### src/design/mau_pkg.sv
// ----------------------------------------------------------------------------
// mau_pkg
// Shared widths, operation codes and controller/datapath interface types for
// the modular arithmetic unit.
// ----------------------------------------------------------------------------
package mau_pkg;

  localparam int unsigned OPERAND_WIDTH = 32;
  localparam int unsigned FIELD_W       = 32;
  localparam int unsigned OP_W          = 3;
  localparam int unsigned DW            = 2 * OPERAND_WIDTH;
  localparam int unsigned CNT_W         = $clog2(DW + 1);

  localparam logic [FIELD_W-1:0] MODULUS_RESET = FIELD_W'(1000000007);

  localparam logic [OP_W-1:0] OP_ADD = 3'd0;
  localparam logic [OP_W-1:0] OP_SUB = 3'd1;
  localparam logic [OP_W-1:0] OP_MUL = 3'd2;
  localparam logic [OP_W-1:0] OP_POW = 3'd3;
  localparam logic [OP_W-1:0] OP_DIV = 3'd4;

  typedef enum logic [1:0] {
    SRC_A,
    SRC_B,
    SRC_SUM,
    SRC_PROD
  } rem_src_e;

  typedef enum logic [1:0] {
    DST_X,
    DST_BASE,
    DST_ACC,
    DST_RES
  } rem_dst_e;

  typedef enum logic [1:0] {
    MUL_ACC_BASE,
    MUL_BASE_BASE,
    MUL_X_BASE,
    MUL_X_ACC
  } mul_sel_e;

  typedef struct packed {
    logic     load;
    logic     rem_start;
    rem_src_e rem_src;
    rem_dst_e rem_dst;
    logic     mul_en;
    mul_sel_e mul_sel;
    logic     pow_init;
    logic     expo_mod;
    logic     shift_expo;
    logic     sub_calc;
    logic     clear_res;
    logic     acc_to_res;
  } mau_cmd_t;

  typedef struct packed {
    logic rem_done;
    logic a_zero;
    logic b_zero;
    logic m_zero;
    logic m_lt2;
    logic expo_zero;
    logic expo_lsb;
    logic expo_last;
  } mau_sts_t;

endpackage

### src/design/mau_rem.sv
// ----------------------------------------------------------------------------
// mau_rem
// Bit-serial restoring remainder unit: reduces a double-width value modulo
// the modulus, one dividend bit per cycle.
// ----------------------------------------------------------------------------
module mau_rem
  import mau_pkg::*;
(
  input  logic                     clk_i,
  input  logic                     rst_ni,
  input  logic                     start_i,
  input  logic [DW-1:0]            dividend_i,
  input  logic [OPERAND_WIDTH-1:0] modulus_i,
  output logic                     busy_o,
  output logic                     done_o,
  output logic [OPERAND_WIDTH-1:0] rem_o
);

  logic [DW-1:0]            num_q, num_d;
  logic [OPERAND_WIDTH-1:0] r_q, r_d;
  logic [OPERAND_WIDTH-1:0] m_q, m_d;
  logic [CNT_W-1:0]         cnt_q, cnt_d;
  logic                     busy_q, busy_d;
  logic                     done_q, done_d;
  logic [OPERAND_WIDTH:0]   trial;

  assign trial = {r_q, num_q[DW-1]};

  always_comb begin
    num_d  = num_q;
    r_d    = r_q;
    m_d    = m_q;
    cnt_d  = cnt_q;
    busy_d = busy_q;
    done_d = 1'b0;
    if (start_i) begin
      num_d  = dividend_i;
      r_d    = '0;
      m_d    = modulus_i;
      cnt_d  = CNT_W'(DW);
      busy_d = 1'b1;
    end else if (busy_q) begin
      // shift in one bit, subtract when it fits
      if (trial >= {1'b0, m_q}) begin
        r_d = OPERAND_WIDTH'(trial - {1'b0, m_q});
      end else begin
        r_d = trial[OPERAND_WIDTH-1:0];
      end
      num_d = {num_q[DW-2:0], 1'b0};
      cnt_d = cnt_q - 1'b1;
      if (cnt_q == CNT_W'(1)) begin
        busy_d = 1'b0;
        done_d = 1'b1;
      end
    end
  end

  always_ff @(posedge clk_i or negedge rst_ni) begin
    if (!rst_ni) begin
      busy_q <= 1'b0;
      done_q <= 1'b0;
      cnt_q  <= '0;
    end else begin
      busy_q <= busy_d;
      done_q <= done_d;
      cnt_q  <= cnt_d;
    end
  end

  always_ff @(posedge clk_i) begin
    num_q <= num_d;
    r_q   <= r_d;
    m_q   <= m_d;
  end

  assign busy_o = busy_q;
  assign done_o = done_q;
  assign rem_o  = r_q;

  a_start_when_idle : assert property (@(posedge clk_i) disable iff (!rst_ni)
    start_i |-> !busy_q)
    else $error("remainder unit started while busy");

  a_result_reduced : assert property (@(posedge clk_i) disable iff (!rst_ni)
    done_q |-> (r_q < m_q))
    else $error("remainder not below modulus");

endmodule

### src/design/mau_datapath.sv
// ----------------------------------------------------------------------------
// mau_datapath
// Operand, modulus and working registers, the multiplier and the remainder
// unit, driven by commands from the controller.
// ----------------------------------------------------------------------------
module mau_datapath
  import mau_pkg::*;
(
  input  logic               clk_i,
  input  logic               rst_ni,
  input  logic [FIELD_W-1:0] operand_a_i,
  input  logic [FIELD_W-1:0] operand_b_i,
  input  logic               cfg_we_i,
  input  logic [FIELD_W-1:0] cfg_data_i,
  input  mau_cmd_t           cmd_i,
  output mau_sts_t           sts_o,
  output logic [FIELD_W-1:0] result_o
);

  localparam int unsigned W = OPERAND_WIDTH;

  logic [FIELD_W-1:0] mod_q;
  logic [W-1:0]       m;
  logic [W-1:0]       a_q, b_q, x_q, base_q, acc_q, expo_q, res_q;
  logic [DW-1:0]      prod_q;
  rem_dst_e           dst_q;
  logic [DW-1:0]      dividend;
  logic [W:0]         sum;
  logic [W-1:0]       mul_l, mul_r;
  logic [W-1:0]       rem;
  logic               rem_done;
  logic               rem_busy;

  assign m   = mod_q[W-1:0];
  assign sum = {1'b0, a_q} + {1'b0, b_q};

  always_comb begin
    unique case (cmd_i.rem_src)
      SRC_A:   dividend = DW'(a_q);
      SRC_B:   dividend = DW'(b_q);
      SRC_SUM: dividend = DW'(sum);
      default: dividend = prod_q;
    endcase
  end

  always_comb begin
    unique case (cmd_i.mul_sel)
      MUL_ACC_BASE:  begin mul_l = acc_q;  mul_r = base_q; end
      MUL_BASE_BASE: begin mul_l = base_q; mul_r = base_q; end
      MUL_X_BASE:    begin mul_l = x_q;    mul_r = base_q; end
      default:       begin mul_l = x_q;    mul_r = acc_q;  end
    endcase
  end

  mau_rem u_rem (
    .clk_i      (clk_i),
    .rst_ni     (rst_ni),
    .start_i    (cmd_i.rem_start),
    .dividend_i (dividend),
    .modulus_i  (m),
    .busy_o     (rem_busy),
    .done_o     (rem_done),
    .rem_o      (rem)
  );

  always_ff @(posedge clk_i or negedge rst_ni) begin
    if (!rst_ni) begin
      mod_q <= MODULUS_RESET;
    end else if (cfg_we_i) begin
      mod_q <= cfg_data_i;
    end
  end

  always_ff @(posedge clk_i) begin
    if (cmd_i.load) begin
      a_q <= operand_a_i[W-1:0];
      b_q <= operand_b_i[W-1:0];
    end
    if (cmd_i.rem_start) begin
      dst_q <= cmd_i.rem_dst;
    end
    if (cmd_i.mul_en) begin
      prod_q <= DW'(mul_l) * DW'(mul_r);
    end
    if (cmd_i.pow_init) begin
      acc_q  <= (m == W'(1)) ? '0 : W'(1);
      expo_q <= cmd_i.expo_mod ? (m - W'(2)) : b_q;
    end else if (cmd_i.shift_expo) begin
      expo_q <= expo_q >> 1;
    end
    if (rem_done) begin
      unique case (dst_q)
        DST_X:    x_q    <= rem;
        DST_BASE: base_q <= rem;
        DST_ACC:  acc_q  <= rem;
        default:  res_q  <= rem;
      endcase
    end
    if (cmd_i.sub_calc) begin
      res_q <= (x_q - base_q) + ((x_q < base_q) ? m : '0);
    end else if (cmd_i.clear_res) begin
      res_q <= '0;
    end else if (cmd_i.acc_to_res) begin
      res_q <= acc_q;
    end
  end

  assign sts_o.rem_done  = rem_done;
  assign sts_o.a_zero    = (a_q == '0);
  assign sts_o.b_zero    = (b_q == '0);
  assign sts_o.m_zero    = (m == '0);
  assign sts_o.m_lt2     = (m < W'(2));
  assign sts_o.expo_zero = (expo_q == '0);
  assign sts_o.expo_lsb  = expo_q[0];
  assign sts_o.expo_last = (expo_q[W-1:1] == '0);

  assign result_o = FIELD_W'(res_q);

  a_no_restart : assert property (@(posedge clk_i) disable iff (!rst_ni)
    (cmd_i.rem_start && rem_busy) |-> 1'b0)
    else $error("reduction requested while remainder unit busy");

endmodule

### src/design/mau_ctrl.sv
// ----------------------------------------------------------------------------
// mau_ctrl
// Sequencer for the modular arithmetic unit: issues reductions, multiplies
// and the square-and-multiply loop to the datapath.
// ----------------------------------------------------------------------------
module mau_ctrl
  import mau_pkg::*;
(
  input  logic            clk_i,
  input  logic            rst_ni,
  input  logic            start_i,
  input  logic [OP_W-1:0] operation_i,
  input  mau_sts_t        sts_i,
  output mau_cmd_t        cmd_o,
  output logic            busy_o,
  output logic            done_o
);

  localparam logic [3:0] S_IDLE  = 4'd0;
  localparam logic [3:0] S_DISP  = 4'd1;
  localparam logic [3:0] S_WX    = 4'd2;
  localparam logic [3:0] S_WB2   = 4'd3;
  localparam logic [3:0] S_SUB   = 4'd4;
  localparam logic [3:0] S_MULX  = 4'd5;
  localparam logic [3:0] S_RPROD = 4'd6;
  localparam logic [3:0] S_WRES  = 4'd7;
  localparam logic [3:0] S_WBASE = 4'd8;
  localparam logic [3:0] S_PLOOP = 4'd9;
  localparam logic [3:0] S_RACC  = 4'd10;
  localparam logic [3:0] S_WACC  = 4'd11;
  localparam logic [3:0] S_SQ    = 4'd12;
  localparam logic [3:0] S_RSQ   = 4'd13;
  localparam logic [3:0] S_WSQ   = 4'd14;
  localparam logic [3:0] S_OUT   = 4'd15;

  logic [3:0]      state_q, state_d;
  logic [OP_W-1:0] op_q, op_d;

  always_comb begin
    state_d = state_q;
    op_d    = op_q;
    cmd_o   = '0;
    unique case (state_q)
      S_IDLE: begin
        if (start_i) begin
          cmd_o.load = 1'b1;
          op_d       = operation_i;
          state_d    = S_DISP;
        end
      end
      S_DISP: begin
        priority if (sts_i.m_zero) begin
          cmd_o.clear_res = 1'b1;
          state_d         = S_OUT;
        end else if (op_q == OP_ADD) begin
          cmd_o.rem_start = 1'b1;
          cmd_o.rem_src   = SRC_SUM;
          cmd_o.rem_dst   = DST_RES;
          state_d         = S_WRES;
        end else if (op_q == OP_SUB || op_q == OP_MUL) begin
          cmd_o.rem_start = 1'b1;
          cmd_o.rem_src   = SRC_A;
          cmd_o.rem_dst   = DST_X;
          state_d         = S_WX;
        end else if (op_q == OP_POW) begin
          if (sts_i.a_zero) begin
            cmd_o.clear_res = 1'b1;
            state_d         = S_OUT;
          end else begin
            cmd_o.rem_start = 1'b1;
            cmd_o.rem_src   = SRC_A;
            cmd_o.rem_dst   = DST_BASE;
            cmd_o.pow_init  = 1'b1;
            state_d         = S_WBASE;
          end
        end else if (op_q == OP_DIV) begin
          if (sts_i.m_lt2 || sts_i.b_zero) begin
            cmd_o.clear_res = 1'b1;
            state_d         = S_OUT;
          end else begin
            cmd_o.rem_start = 1'b1;
            cmd_o.rem_src   = SRC_A;
            cmd_o.rem_dst   = DST_X;
            state_d         = S_WX;
          end
        end else begin
          cmd_o.clear_res = 1'b1;
          state_d         = S_OUT;
        end
      end
      S_WX: begin
        if (sts_i.rem_done) begin
          cmd_o.rem_start = 1'b1;
          cmd_o.rem_src   = SRC_B;
          cmd_o.rem_dst   = DST_BASE;
          cmd_o.pow_init  = 1'b1;
          cmd_o.expo_mod  = 1'b1;
          state_d         = (op_q == OP_DIV) ? S_WBASE : S_WB2;
        end
      end
      S_WB2: begin
        if (sts_i.rem_done) begin
          state_d = (op_q == OP_SUB) ? S_SUB : S_MULX;
        end
      end
      S_SUB: begin
        cmd_o.sub_calc = 1'b1;
        state_d        = S_OUT;
      end
      S_MULX: begin
        cmd_o.mul_en  = 1'b1;
        cmd_o.mul_sel = (op_q == OP_DIV) ? MUL_X_ACC : MUL_X_BASE;
        state_d       = S_RPROD;
      end
      S_RPROD: begin
        cmd_o.rem_start = 1'b1;
        cmd_o.rem_src   = SRC_PROD;
        cmd_o.rem_dst   = DST_RES;
        state_d         = S_WRES;
      end
      S_WRES: begin
        if (sts_i.rem_done) begin
          state_d = S_OUT;
        end
      end
      S_WBASE: begin
        if (sts_i.rem_done) begin
          state_d = S_PLOOP;
        end
      end
      S_PLOOP: begin
        priority if (sts_i.expo_zero) begin
          if (op_q == OP_DIV) begin
            state_d = S_MULX;
          end else begin
            cmd_o.acc_to_res = 1'b1;
            state_d          = S_OUT;
          end
        end else if (sts_i.expo_lsb) begin
          cmd_o.mul_en  = 1'b1;
          cmd_o.mul_sel = MUL_ACC_BASE;
          state_d       = S_RACC;
        end else begin
          state_d = S_SQ;
        end
      end
      S_RACC: begin
        cmd_o.rem_start = 1'b1;
        cmd_o.rem_src   = SRC_PROD;
        cmd_o.rem_dst   = DST_ACC;
        state_d         = S_WACC;
      end
      S_WACC: begin
        if (sts_i.rem_done) begin
          state_d = S_SQ;
        end
      end
      S_SQ: begin
        cmd_o.shift_expo = 1'b1;
        if (sts_i.expo_last) begin
          // last exponent bit, square not needed
          state_d = S_PLOOP;
        end else begin
          cmd_o.mul_en  = 1'b1;
          cmd_o.mul_sel = MUL_BASE_BASE;
          state_d       = S_RSQ;
        end
      end
      S_RSQ: begin
        cmd_o.rem_start = 1'b1;
        cmd_o.rem_src   = SRC_PROD;
        cmd_o.rem_dst   = DST_BASE;
        state_d         = S_WSQ;
      end
      S_WSQ: begin
        if (sts_i.rem_done) begin
          state_d = S_PLOOP;
        end
      end
      S_OUT: begin
        state_d = S_IDLE;
      end
      default: begin
        state_d = S_IDLE;
      end
    endcase
  end

  always_ff @(posedge clk_i or negedge rst_ni) begin
    if (!rst_ni) begin
      state_q <= S_IDLE;
      op_q    <= OP_ADD;
    end else begin
      state_q <= state_d;
      op_q    <= op_d;
    end
  end

  assign busy_o = (state_q != S_IDLE);
  assign done_o = (state_q == S_OUT);

  a_done_single : assert property (@(posedge clk_i) disable iff (!rst_ni)
    done_o |=> !done_o && !busy_o)
    else $error("result strobe longer than one cycle");

  a_accept_dispatch : assert property (@(posedge clk_i) disable iff (!rst_ni)
    (start_i && !busy_o) |=> (state_q == S_DISP) && (op_q == $past(operation_i)))
    else $error("accepted transaction not dispatched");

endmodule

### src/design/modular_arithmetic_unit.sv
// ----------------------------------------------------------------------------
// modular_arithmetic_unit
// Add, subtract, multiply, power and Fermat-inverse divide modulo a
// configurable modulus.
// ----------------------------------------------------------------------------
// Usage: drive operation_i, operand_a_i and operand_b_i and raise start_i;
// the transaction is taken at a clock edge where start_i is high and busy_o
// is low. busy_o stays high until the result has been shown. The result is
// on result_o for exactly one cycle with done_o high; the receiver cannot
// stall it, so it must take it in that cycle.
// The modulus is written through cfg_valid_i/cfg_ready_o/cfg_data_i;
// cfg_ready_o is high only while the unit is idle.
// Reductions are done by the bit-serial remainder unit, which takes one
// dividend bit per cycle. Zero modulus, zero power base, zero divisor,
// divide with a modulus below 2 and unused codes finish without a
// reduction and give zero. busy_o drops in the cycle after done_o, so one
// transaction is in flight at a time.
// Reset restores the modulus to 1000000007 and returns the unit to idle.
// ----------------------------------------------------------------------------
module modular_arithmetic_unit
  import mau_pkg::*;
(
  input  logic               clk_i,
  input  logic               rst_ni,
  input  logic               start_i,
  output logic               busy_o,
  input  logic [OP_W-1:0]    operation_i,
  input  logic [FIELD_W-1:0] operand_a_i,
  input  logic [FIELD_W-1:0] operand_b_i,
  output logic               done_o,
  output logic [FIELD_W-1:0] result_o,
  input  logic               cfg_valid_i,
  output logic               cfg_ready_o,
  input  logic [FIELD_W-1:0] cfg_data_i
);

  mau_cmd_t cmd;
  mau_sts_t sts;
  logic     busy;

  assign busy_o      = busy;
  assign cfg_ready_o = !busy;

  mau_ctrl u_ctrl (
    .clk_i       (clk_i),
    .rst_ni      (rst_ni),
    .start_i     (start_i),
    .operation_i (operation_i),
    .sts_i       (sts),
    .cmd_o       (cmd),
    .busy_o      (busy),
    .done_o      (done_o)
  );

  mau_datapath u_datapath (
    .clk_i       (clk_i),
    .rst_ni      (rst_ni),
    .operand_a_i (operand_a_i),
    .operand_b_i (operand_b_i),
    .cfg_we_i    (cfg_valid_i && !busy),
    .cfg_data_i  (cfg_data_i),
    .cmd_i       (cmd),
    .sts_o       (sts),
    .result_o    (result_o)
  );

endmodule
### config.mk
export PLATFORM = sky130hd
export DESIGN_NAME = modular_arithmetic_unit
export DESIGN_NICKNAME = d
export VERILOG_FILES = /design/src/design/mau_pkg.sv /design/src/design/mau_rem.sv /design/src/design/mau_datapath.sv /design/src/design/mau_ctrl.sv /design/src/design/modular_arithmetic_unit.sv
export SDC_FILE = /design/constraint.sdc
export NUM_CORES = 2
export LEC_CHECK = 0
export ABC_AREA = 1
export BUFFER_PORTS_ARGS = -buffer_cell sky130_fd_sc_hd__buf_2
export CAP_MARGIN = 5
export CORE_ASPECT_RATIO = 1.75
export CORE_MARGIN = 5
export CORE_UTILIZATION = 55
export DETAILED_ROUTE_END_ITERATION = 8
export PLACE_DENSITY = 0.69
export SETUP_SLACK_MARGIN = 0.1
export SLEW_MARGIN = 20
export SYNTH_ARGS = -nofsm -noshare
export SYNTH_HDL_FRONTEND = slang
export SYNTH_SLANG_ARGS = --single-unit
### constraint.sdc
create_clock -name clk_i -period 9.4 [get_ports clk_i]
set_clock_uncertainty 0.05 [all_clocks]
set_input_delay 0.94 -clock clk_i [delete_from_list [all_inputs] [get_ports clk_i]]
set_output_delay 0.94 -clock clk_i [all_outputs]
set_load 0.1 [all_outputs]
==> impl_metrics.tcl <==
set metrics [dict create \
    drt_first_pass_iters 9 \
    start_kind "flop" \
    synthArstFlopShare 0.103 \
    yosysTopAreaCellShare 0.300 \
    crit_fanout 21 \
    top_regs "u_datapath.prod_q: 64 flops, u_datapath.u_rem.num_q: 64 flops" \
    whs_ns 0.262 \
    outcome "finished clean" \
    final_cell_area_mm2 0.0673 \
    grt_pass1_wl_mm 380 \
    grt_pass1_vias 57900 \
    cts.reportedPaths.clkPinSlew_ns 0.07 \
    setup_viol 0 \
    antenna_found_initial 30 \
    min_period_over_period 0.966 \
    start_util 0.551 \
    syn2layout_area_growth_pct 8.74 \
    grt_max_degree 71 \
    synth_cell_type_count 58 \
    htreeDepth 2 \
    viasPerCell 5.92 \
    synth_cells 7677 \
    vias 55800 \
    yosys_warnings 0 \
    critPathArrivalTime_ns 9.42 \
    die_x_um 264 \
    synth_ff_type "edfxtp_1" \
    cts_tree "built" \
    gp_congestion 1.17 \
    synth_top_area_cell "fa_1" \
    clk_latency_ns 0.65 \
    max_stage_delay_ns 0.76 \
    clockBufferDepth 3 \
    final_antenna_net_count 0 \
    die_h_um 454 \
    fin_nets 9313 \
    nFillCells 10400 \
    slew_headroom 0.212 \
    max_freq_mhz 110 \
    drcViolationCount 0 \
    ys_seq_area_frac 0.212 \
    io_pins 138 \
    post_drt_wl_per_cell_um 28.2 \
    worstMarginPinSlew_ns 1.18 \
    cap_violations 0 \
    required_ns 9.74 \
    design.core.area_mm2 0.112 \
    post_dp_cell_area_mm2 0.0654 \
    slew_viol_final 0 \
    portBuffers 137 \
    layout_min_cycle_time_ns 9.08 \
    die_area_mm2 0.120 \
    worstSetupEndpointType "flop" \
    rows 163 \
    totalWireLength_mm 266 \
    gr-total-overflow 0 \
    mostFrequentLayoutCells "nand2_1, inv_1, nor2_1" \
    crit_type "reg -> reg" \
    synth.ff_latch_count 466 \
    hold_viol_final 0 \
    syn_nets 9102 \
    hpwlAfterDp_mm 212 \
    clock_sinks 466 \
    root_buffer "clkbuf_16" \
    fin_tns_setup_ns 0 \
    ctsHoldBuffers 0 \
    cpMostUsedCell "fa_1" \
    crit_slowest_cell "fa_1" \
    netlist_area_mm2 0.0619 \
    hp-class "in -> async" \
    rsz0062_at_grt "true" \
    synth_edf_count 354 \
    drt_iter0_drc 5781 \
    r2r_slack_ns 0.32 \
    drive_gt1_frac 0.0842 \
    synthTopCellsByArea "fa_1, edfxtp_1, nand2_1, inv_1, ha_1" \
    cts_buffers 46 \
    layout_commonest_cell "nand2_1" \
    syn_area_per_cell_um2 8.07 \
    track_usage 0.441 \
]
-- kinds of logic after synthesis --
family                   Yosys count  synth area share
AO/OA/AOI/OAI                    716            0.0659
XOR/XNOR                          99            0.0140
adder cells (fa/ha/maj)         1322             0.380
buffers and inverters           1818             0.115
flip-flops                       466             0.212
multiplexers                       3          0.000545
AND/OR/NAND/NOR                 3253             0.212
-- path summary, 6_finish.rpt --
path	startpoint	to	cells past startpoint
max	u_ctrl.state_q[1]	u_datapath.prod_q[31]	33
min	rst_ni	u_datapath.m[13]	1
max reg2reg	u_ctrl.state_q[1]	u_datapath.prod_q[31]	33
min reg2reg	u_datapath.u_rem.cnt_q[6]	u_datapath.u_rem.done_o	1
max in group asynchronous	rst_ni	u_datapath.u_rem.cnt_q[3]	1
min in group clk_i	operand_b_i[30]	u_datapath.b_q[30]	1
-- through the flow --
step | cells | setup WS [ns] | utilization
after CTS | 9392 | 0.140 | 0.596
final | 9425 | 0.318 | 0.599
after floorplan | 7677 | 1.75 | -
after global routing | 9412 | 0.0604 | 0.599
after detailed placement | 9307 | 0.167 | 0.582
after global placement | 9307 | 0.223 | 0.582
-- worst max-delay path: cells and delay by family (launching register included) --
kind                     cells  cell delay [ns]
buffers and inverters        9             1.28
flip-flops                   1             0.52
XOR/XNOR                     1             0.22
AND/OR/NAND/NOR             10             1.26
AO/OA/AOI/OAI                4             0.70
adder cells (fa/ha/maj)      9             4.72
-- timing repair --
| item | 4_1_cts | 5_1_grt |
|---|---|---|
| endpoints found under the setup margin | 0 | 43 |
| resized for setup | 0 | 41 |
| setup buffers | 0 | 15 |
-- cell usage after synthesis (6+ instances only) --
library cell,number
a211oi_1,6
a21o_1,11
a21oi_1,244
a2bb2oi_1,12
a31oi_1,16
and3_1,7
buf_2,149
buf_4,19
buf_6,7
clkbuf_1,74
dfrtp_1,32
dfstp_2,16
dfxtp_1,64
edfxtp_1,354
fa_1,929
ha_1,393
inv_1,1512
inv_2,49
nand2_1,1780
nand2_2,10
nand3_1,276
nand3_2,11
nand3b_1,26
nand4_1,58
nor2_1,996
nor2_2,8
nor3_1,42
nor4_1,16
o211ai_1,10
o21a_1,11
o21ai_0,284
o21ai_1,24
o21ai_2,6
o21ai_4,13
o21bai_1,25
o22ai_1,39
xnor2_1,26
xor2_1,73
-- metal layers --
| metal | up-vias | global-route usage | part of all wire |
|---|---|---|---|
| met4 | 22 | 0.457 | 0.14 |
| met1 | 27000 | 0.422 | 0.29 |
| met2 | 3319 | 0.737 | 0.48 |
| met3 | 1536 | 0.121 | 0.088 |
| met5 | - | 0.00363 | 0.00062 |
| li1 | 23900 | - | - |
-- final cells by class --
class                           count  area [um^2]  area share
Multi-Input combinational cell   5395        41800       0.621
Sequential cell                   466        13100       0.195
Inverter                         1564         5920      0.0879
Timing Repair Buffer              415         3010      0.0446
Tap cell                         1485         1860      0.0276
Clock buffer                       50         1190      0.0176
Clock inverter                     35          412     0.00611
Antenna cell                       15         37.5    0.000557
Power is not shown: default switching activity piles up to over one toggle a cycle in this logic, so the estimate is an artifact.
